===== src/design/fwte_pkg.sv =====
// Shared constants and codes for the futex wait table engine.
package fwte_pkg;

    localparam int KEY_W = 62;

    localparam logic [63:0] HASH_MULT   = 64'd2654435761;
    localparam logic [63:0] KERNEL_BASE = 64'hFFFF_8000_0000_0000;

    localparam logic [1:0] CMD_WAIT   = 2'd0;
    localparam logic [1:0] CMD_WAKE   = 2'd1;
    localparam logic [1:0] CMD_CANCEL = 2'd2;
    localparam logic [1:0] CMD_UNSUP  = 2'd3;

    localparam logic [2:0] STS_OK     = 3'd0;
    localparam logic [2:0] STS_FAULT  = 3'd1;
    localparam logic [2:0] STS_AGAIN  = 3'd2;
    localparam logic [2:0] STS_FULL   = 3'd3;
    localparam logic [2:0] STS_UNSUP  = 3'd4;

    localparam logic [6:0] WAKE_MAX = 7'd64;

endpackage


===== src/design/fwte_key_unit.sv =====
// Shared key unit: bucket hash of a selected key and compare of a stored key.
module fwte_key_unit
    import fwte_pkg::*;
#(
    parameter int HASH_BITS = 4
)
(
    input  logic [KEY_W-1:0]     hash_key,
    input  logic [KEY_W-1:0]     ref_key,
    input  logic [KEY_W-1:0]     entry_key,
    output logic [HASH_BITS-1:0] bucket,
    output logic                 key_eq
);

    logic [2*HASH_BITS-1:0] prod;

    // Only the low bits of the 64-bit product select the bucket, and those
    // depend only on the low bits of the key and of the multiplier.
    assign prod   = (2*HASH_BITS)'(hash_key[HASH_BITS-1:0])
                  * (2*HASH_BITS)'(HASH_MULT[HASH_BITS-1:0]);
    assign bucket = prod[HASH_BITS-1:0];
    assign key_eq = (entry_key == ref_key);

endmodule


===== config.mk =====
export PLATFORM = sky130hd
export DESIGN_NAME = fwte_key_unit
export DESIGN_NICKNAME = d
export VERILOG_FILES = /design/src/design/fwte_pkg.sv /design/src/design/fwte_key_unit.sv
export SDC_FILE = /design/constraint.sdc
export NUM_CORES = 1
export LEC_CHECK = 0
export BUFFER_PORTS_ARGS = -buffer_cell sky130_fd_sc_hd__buf_4
export CORE_AREA = 2 2 73 75
export DETAILED_ROUTE_END_ITERATION = 12
export DIE_AREA = 0 0 75 77
export REMOVE_ABC_BUFFERS = 1
export SLEW_MARGIN = 0
export SYNTH_ARGS = -nofsm -noshare
export SYNTH_HDL_FRONTEND = slang
export SYNTH_SLANG_ARGS = --single-unit

===== constraint.sdc =====
create_clock -name vclk -period 1.25
set_input_delay 0.125 -clock vclk [all_inputs]
set_output_delay 0.125 -clock vclk [all_outputs]
set_load 0.01 [all_outputs]

==> results of run 1 <==
## worst max-delay path: stages
cell	delay (ns)
buf_4	0.11
xor2_1	0.15
nor4_2	0.29
nand4_1	0.17
nor4_2	0.29
buf_4	0.16
## layer usage
layer	up-vias	GRT usage [%]	routed length (um)
met3	0	5.39	643
li1	539	-	-
met1	461	9.70	951
met2	88	18.3	1600
met5	-	0	0
met4	0	0	0
## cell families after synthesis
| family | after synthesis | synth area share (%) |
|---|---|---|
| buffers and inverters | 4 | 4.24 |
| xor gates and xnor gates | 62 | 76.7 |
| and+or+nand+nor | 21 | 19.1 |
## cell type report
type               count  area, sq um
repair buffers       125          938
fillers              559         3250
well taps             70         87.6
multi-input cells     83          703
## timing repair
item	in CTS	in global routing
gates resized for setup	1	3
endpoints found under the setup margin	1	1
pin swaps	2	2
## stage by stage
stage	hold slack (ns)	instance area, sq um	total power, mW
final	0.250	1730	0.496
after global routing	0.250	1730	0.545
after CTS	0.250	1710	0.496
after detailed placement	0.250	1700	0.491
after global placement	0.250	1700	0.486
after floorplan	0.250	678	0.141
## power groups by stage
stage / combinational, mW / sequential, mW / clock, mW
finish: 0.496 / 0 / 0
CTS: 0.496 / 0 / 0
detailed placement: 0.491 / 0 / 0
floorplan: 0.141 / 0 / 0
global placement: 0.486 / 0 / 0
global route: 0.545 / 0 / 0
## layout by cell type (no fill, tap or decap), drive strengths merged
cell type	instances
buf	125
xor2	62
nor4	16
nand4	4
nor2	1
## worst max path at each step
stage                      startpoint      to  slack (ns)  depth (start not counted)
final                     ref_key[30]  key_eq       -0.18                          6
after detailed placement  ref_key[15]  key_eq       -0.29                          6
after CTS                 ref_key[30]  key_eq       -0.22                          6
after floorplan           ref_key[39]  key_eq        0.10                          4
after global routing      ref_key[30]  key_eq       -0.27                          6
after global placement    ref_key[15]  key_eq       -0.30                          6
==> results.ini, run 1 <==
[sta]
drv_slew = 0
layout_min_cycle_time_ns = 1.43
hold_violations = 0
fmax_mhz = 697
grt_setup_unrepaired = true
worst_pin_slew_ns = 0.312
setup-tns-final_ns = -0.184
slew_headroom_pct = 79.0
setup_violations = 1
fin_ws_ns = -0.184
fin_crit_sh_pct = 115

[routing]
drt-initial-drc-count = 10
drt-total-wl_um = 3200
vias_per_cell = 3.91
drc_errors = 0
dr.pass1.iters = 2
ant_nets = 0
vias = 1088
wl_per_cell_um = 11.5

[setup_path]
worstSetupPathType = input pin to output pin
arrival_ns = 1.31
end_kind = output pin
cp_max_fo = 1
critPathLaunchType = input pin
cp_data_required_time_ns = 1.12

[floorplan]
die_y_um = 77
start_util_pct = 14.2
dieArea_sq_um = 5780
io_pins = 191
die_w_um = 75
rows = 26
core-area_sq_um = 4980

[hold_path]
hp-start = hash_key[0]
hold_path_end = bucket[0]
hold_path_class = input pin to output pin
hold_depth = 0

[power_and_ir_drop]
leakage_nw = 0.878
peakVddDrop_v = 0.000106
power_switching_mw = 0.159
power_frac_seq_pct = 0
p_clk_share_pct = 0
comb_power_share_pct = 100.0
switching_share_pct = 32.0
power_per_cell_area_nw_per_um2 = 287
p_int_mw = 0.337

[synth]
yosys_warnings = 0
synth.largest_area_cell = xor2_1
post_synth_num_cell_types = 6
synth_common_cells = 62 x xor2_1, 15 x nor4_1, 4 x buf_4, 4 x nand4_1
yosysSeqAreaShare_pct = 0
syn-instance-count = 87
synth_most_common_cell = xor2_1
postSynthAreaPerCell_sq_um = 8.14
synth_area_sq_um = 708
synth_top_area_share_pct = 76.7
synth.area.top_cells = xor2_1 77%, nor4_1 13%, buf_4 4.2%

[global_routing]
grt_max_degree = 2
grt_pass1_vias = 1076
overflow = 0
grt_pass1_wl_um = 4490
grt.total_usage_pct = 9.74
antenna_found_initial = 0

[finish]
finalNonFillerCells = 278
nets = 396
final_util_pct = 34.7
area_growth_pct = 144
antenna_cells = 0
clockBufferCount = 0
register_area_sq_um = 0
drive_gt1_share_pct = 62.5
nFlopsAndLatches = 0

[placement]
pre_cts_slack_ns = -0.287
dp_hpwl_um = 3090
dp_cells = 278
io_buffers = 125
place.gp.congestion = 0.644

[flow_run]
maxCapViolations = 0

[clocking]
hold_buffers = 0
post_cts_buffers = 0

[outcome]
status = finished with violations
violations = setup timing

Note: power is estimated with default switching activity, not from simulation.
==> inputs of run 2 (changes only) <==
--- a/config.mk
+++ b/config.mk
@@ -8,5 +8,8 @@
 export BUFFER_PORTS_ARGS = -buffer_cell sky130_fd_sc_hd__buf_4
-export CORE_AREA = 2 2 73 75
+export CELL_PAD_IN_SITES_DETAIL_PLACEMENT = 1
+export CELL_PAD_IN_SITES_GLOBAL_PLACEMENT = 1
+export CORE_MARGIN = 2
+export CORE_UTILIZATION = 11
 export DETAILED_ROUTE_END_ITERATION = 12
-export DIE_AREA = 0 0 75 77
+export PLACE_DENSITY_LB_ADDON = 0.1
 export REMOVE_ABC_BUFFERS = 1
==> constraint.sdc (replaced) <==
create_clock -name vclk -period 1.25
set_input_delay 0.25 -clock vclk [all_inputs]
set_output_delay 0.25 -clock vclk [all_outputs]
set_load 0.01 [all_outputs]
==> run 2 against run 1 <==
The run still ends with setup timing left. Flip-flop and latch count unchanged. Cell count grew 2.5%. Via count rose by 0.46%. Highest routed layer unchanged.
==> results.ini, run 2 (synthesis gave the netlist of run 1 again) <==
[outcome]
status = finished with violations  ; unchanged
violations = setup timing  ; unchanged

[finish]
clockBufferCount = 0  ; unchanged
nets = 396  ; unchanged
final_common_cell = buf_4  ; unchanged
finalNonFillerCells = 285  ; was 278
area_growth_pct = 147  ; was 144%
nFlopsAndLatches = 0  ; unchanged
drive_gt1_share_pct = 63.5  ; was 62.5%
register_area_sq_um = 0  ; unchanged
layout_common_cells = 125 x buf_4, 62 x xor2_1, 9 x nor4_1  ; was 125 x buf_4, 62 x xor2_1, 11 x nor4_1
antenna_cells = 0  ; unchanged

[placement]
place.gp.congestion = 0.668  ; was 0.644
io_buffers = 125  ; unchanged
dp_hpwl_um = 3120  ; was 3090 um
dp_cells = 285  ; was 278

[routing]
vias = 1093  ; was 1088
vias_per_cell = 3.84  ; was 3.91
dr.pass1.iters = 2  ; unchanged
drt-total-wl_um = 3290  ; was 3200 um
drc_errors = 0  ; unchanged
drt-initial-drc-count = 1  ; was 10
ant_nets = 0  ; unchanged
wl_per_cell_um = 11.5  ; about the same

[sta]
fin_ws_ns = -0.492  ; was -0.184 ns
setup_violations = 1  ; unchanged
fmax_mhz = 574  ; was 697 MHz
grt_setup_unrepaired = true  ; unchanged
fin_crit_sh_pct = 139  ; was 115%
layout_min_cycle_time_ns = 1.74  ; was 1.43 ns
slew_headroom_pct = 77.8  ; was 79.0%
hold_slack_ns = 0.500  ; was 0.250 ns
setup-tns-final_ns = -0.492  ; was -0.184 ns
hold_violations = 0  ; unchanged
drv_slew = 0  ; unchanged
worst_pin_slew_ns = 0.329  ; was 0.312 ns

[global_routing]
grt_pass1_wl_um = 4970  ; was 4490 um
antenna_found_initial = 0  ; unchanged
grt.total_usage_pct = 8.23  ; was 9.74%
overflow = 0  ; unchanged
grt_pass1_vias = 1105  ; was 1076
grt_max_degree = 2  ; unchanged

[power_and_ir_drop]
leakage_nw = 0.879  ; was 0.878 nW
power_per_cell_area_nw_per_um2 = 288  ; was 287 nW/um^2
peakVddDrop_v = 0.0000807  ; was 0.000106 V

[hold_path]
hold_path_class = input pin to output pin  ; unchanged
hp-start = hash_key[0]  ; unchanged
hold_path_end = bucket[0]  ; unchanged
hold_depth = 0  ; unchanged

[floorplan]
die_w_um = 84.2  ; was 75 um
io_pins = 191  ; unchanged
die_y_um = 84.2  ; was 77 um
start_util_pct = 11.3  ; was 14.2%
rows = 29  ; was 26
dieArea_sq_um = 7100  ; was 5780 sq um
core-area_sq_um = 6280  ; was 4980 sq um

[setup_path]
critPathLaunchType = input pin  ; unchanged
worstSetupPathType = input pin to output pin  ; unchanged
cp_data_required_time_ns = 1.00  ; was 1.12 ns
cpPeakStageDelay_ns = 0.34  ; was 0.29 ns
cp_slowest_cell = nor4_2  ; unchanged
cp_max_fo = 1  ; unchanged
end_kind = output pin  ; unchanged
path_cells = buf_4 -> xor2_1 -> nor4_2 -> nand4_1 -> nor4_2 -> buf_4  ; unchanged
arrival_ns = 1.49  ; was 1.31 ns
startpoint = ref_key[43]  ; was ref_key[30]

[flow_run]
maxCapViolations = 0  ; unchanged

[clocking]
post_cts_buffers = 0  ; unchanged
hold_buffers = 0  ; unchanged

## run 2: metrics by stage
step,cell area (sq um),power (mW),setup slack [ns],util (%)
global placement,1710,0.492,-0.653,27.3
CTS,1740,0.506,-0.570,27.7
floorplan,678,0.141,-0.148,-
detailed placement,1710,0.492,-0.621,27.3
global route,1750,0.556,-0.615,27.9
finish,1750,0.505,-0.492,27.9
## run 2: repair_timing
item / CTS / global route
gates cloned: 0 / 0
pin swaps: 1 / 1
endpoints found under the setup margin: 1 / 1
resized for setup: 4 / 2
## run 2: power by group
| group | internal (mW) | switching [mW] |
|---|---|---|
| Combinational | 0.339 | 0.166 |
| Clock | 0 | 0 |
| Sequential | 0 | 0 |
## run 2: worst max-delay path by stage
stage | end | slack, ns
2_1_floorplan | key_eq | -0.15
3_3_place_gp | key_eq | -0.65
3_5_place_dp | key_eq | -0.62
4_1_cts | key_eq | -0.57
5_1_grt | key_eq | -0.62
6_report | key_eq | -0.49
## run 2: cell type report
type / instances / area (sq um)
fill: 766 / 4530
multi-input combinational: 83 / 716
tap: 77 / 96.3
timing repair buffer: 125 / 938
## run 2: layer usage
metal	GRT usage, %	share of wire (%)	wire length, um	vias up
li1	-	-	-	539
met1	10.9	40	1300	465
met2	13.3	44	1440	89
met3	3.64	17	544	0
met4	0	0	0	0
met5	0	0	0	-
## run 2: worst max-delay path, delay by kind of cell
kind,cells,cell delay [ns]
xor+xnor,1,0.16
buf+inv,2,0.28
simple gates,3,0.81
==> inputs of run 3 (changes only) <==
clock period = 1.8 ns   (was 1.25 ns; I/O delays follow)
==> run 3 against run 2 <==
The run still ends with setup timing left. Flip-flop and latch count unchanged. First-iteration DRC count grew to 4.0 times the previous value. Combinational power fell by 30%. Sequential share of layout area did not move. Wire length down 3.5%. Global-route usage fell by 0.24 points. Via count decreased by 1.6%. Highest routed layer unchanged.
==> results.ini, run 3 (synthesis gave the netlist of run 1 again) <==
[outcome]
status = finished with violations  ; unchanged
violations = setup timing  ; unchanged

[floorplan]
die_y_um = 84.2  ; unchanged
rows = 29  ; unchanged
core-area_sq_um = 6280  ; unchanged
start_util_pct = 11.3  ; unchanged
die_w_um = 84.2  ; unchanged
io_pins = 191  ; unchanged
dieArea_sq_um = 7100  ; unchanged

[sta]
grt_setup_unrepaired = true  ; unchanged
fin_ws_ns = -0.152  ; was -0.492 ns
fin_crit_sh_pct = 108
hold_violations = 0  ; unchanged
setup_violations = 1  ; unchanged
drv_slew = 0  ; unchanged
slew_headroom_pct = 78.7  ; was 77.8%
fmax_mhz = 512
worst_pin_slew_ns = 0.316  ; was 0.329 ns
layout_min_cycle_time_ns = 1.95

[placement]
detailed_place.area_sq_um = 1720  ; was 1710 sq um
io_buffers = 125  ; unchanged
pre_cts_slack_ns = -0.255  ; was -0.621 ns
dp_hpwl_um = 3030  ; was 3120 um
place.gp.congestion = 0.652  ; was 0.668

[setup_path]
end_kind = output pin  ; unchanged
cp_max_fo = 1  ; unchanged
crit_buf_inv = 2  ; unchanged
arrival_ns = 1.59  ; was 1.49 ns
cp.depth = 6  ; unchanged
crit_family = simple AND/OR/NAND/NOR gates  ; unchanged
cpPeakStageDelay_ns = 0.31  ; was 0.34 ns
worstSetupPathType = input pin to output pin  ; unchanged
cp_slowest_cell = nor4_2  ; unchanged
critPathLaunchType = input pin  ; unchanged
path_cells = buf_4 -> xor2_1 -> nor4_2 -> nand4_1 -> nor4_2 -> buf_4  ; unchanged
cp_data_required_time_ns = 1.44  ; was 1.00 ns

[power_and_ir_drop]
power_per_cell_area_nw_per_um2 = 200  ; was 288 nW/um^2
leakage_nw = 0.890  ; was 0.879 nW
total_power_mw = 0.356  ; was 0.505 mW
peakVddDrop_v = 0.0000646  ; was 0.0000807 V

[finish]
register_area_sq_um = 0  ; unchanged
nets = 397  ; was 396
drive_gt1_share_pct = 64.6  ; was 63.5%
layout_common_cells = 123 x buf_4, 61 x xor2_1, 8 x nor4_1, 8 x nor4_2, 4 x nand4_1  ; was 125 x buf_4, 62 x xor2_1, 9 x nor4_1
area_growth_pct = 152  ; was 147%
antenna_cells = 0  ; unchanged
nFlopsAndLatches = 0  ; unchanged
fin_area_sq_um = 1780  ; was 1750 sq um
clockBufferCount = 0  ; unchanged
final_common_cell = buf_4  ; unchanged

[hold_path]
hp-start = hash_key[0]  ; unchanged
hold_depth = 0  ; unchanged
hold_path_end = bucket[0]  ; unchanged
hold_path_class = input pin to output pin  ; unchanged

[global_routing]
antenna_found_initial = 0  ; unchanged
grt_pass1_vias = 1126  ; was 1105
grt.total_usage_pct = 7.99  ; was 8.23%
grt_pass1_wl_um = 4800  ; was 4970 um
overflow = 0  ; unchanged
grt_max_degree = 2  ; unchanged

[clocking]
hold_buffers = 0  ; unchanged
post_cts_buffers = 0  ; unchanged

[routing]
drt-total-wl_um = 3180  ; was 3290 um
drt-initial-drc-count = 4  ; was 1
ant_nets = 0  ; unchanged
dr.pass1.iters = 2  ; unchanged
wl_per_cell_um = 11.1  ; was 11.5 um
vias_per_cell = 3.76  ; was 3.84
vias = 1076  ; was 1093
drc_errors = 0  ; unchanged

[flow_run]
maxCapViolations = 0  ; unchanged

-- run 3: cell type report --
cell class	count	area, sq um
Fill cell	768	4490
Timing Repair Buffer	126	957
Multi-Input combinational cell	83	729
Tap cell	77	96.3
-- run 3: worst max-delay path by stage --
stage,start,end,slack [ns]
after global placement,ref_key[18],key_eq,-0.21
after floorplan,ref_key[39],key_eq,0.18
after global routing,ref_key[13],key_eq,-0.28
after detailed placement,ref_key[18],key_eq,-0.26
after CTS,entry_key[28],key_eq,-0.18
final,ref_key[13],key_eq,-0.15
-- run 3: stage by stage --
step | hold WS, ns | cells | setup TNS (ns) | util, %
global placement | 0.720 | 286 | -0.211 | 27.4
finish | 0.720 | 286 | -0.152 | 28.4
CTS | 0.720 | 286 | -0.175 | 28.1
floorplan | 0.720 | 83 | 0 | -
global route | 0.720 | 286 | -0.278 | 28.4
detailed placement | 0.720 | 286 | -0.255 | 27.4
-- run 3: where the power goes --
part,internal (mW),switching (mW)
logic,0.240,0.116
registers,0,0
clock network,0,0
-- run 3: what timing repair did --
item / in CTS / in global routing
pin swaps: 9 / 1
setup endpoints to repair: 1 / 1
gates resized for setup: 8 / 3
-- run 3: per-layer routing --
layer | up-vias | part of all wire [%] | GRT usage (%) | routed length [um]
li1 | 540 | - | - | -
met1 | 447 | 39 | 10.2 | 1240
met2 | 89 | 43 | 12.8 | 1370
met3 | 0 | 18 | 4.23 | 562
met4 | 0 | 0 | 0 | 0
met5 | - | 0 | 0 | 0
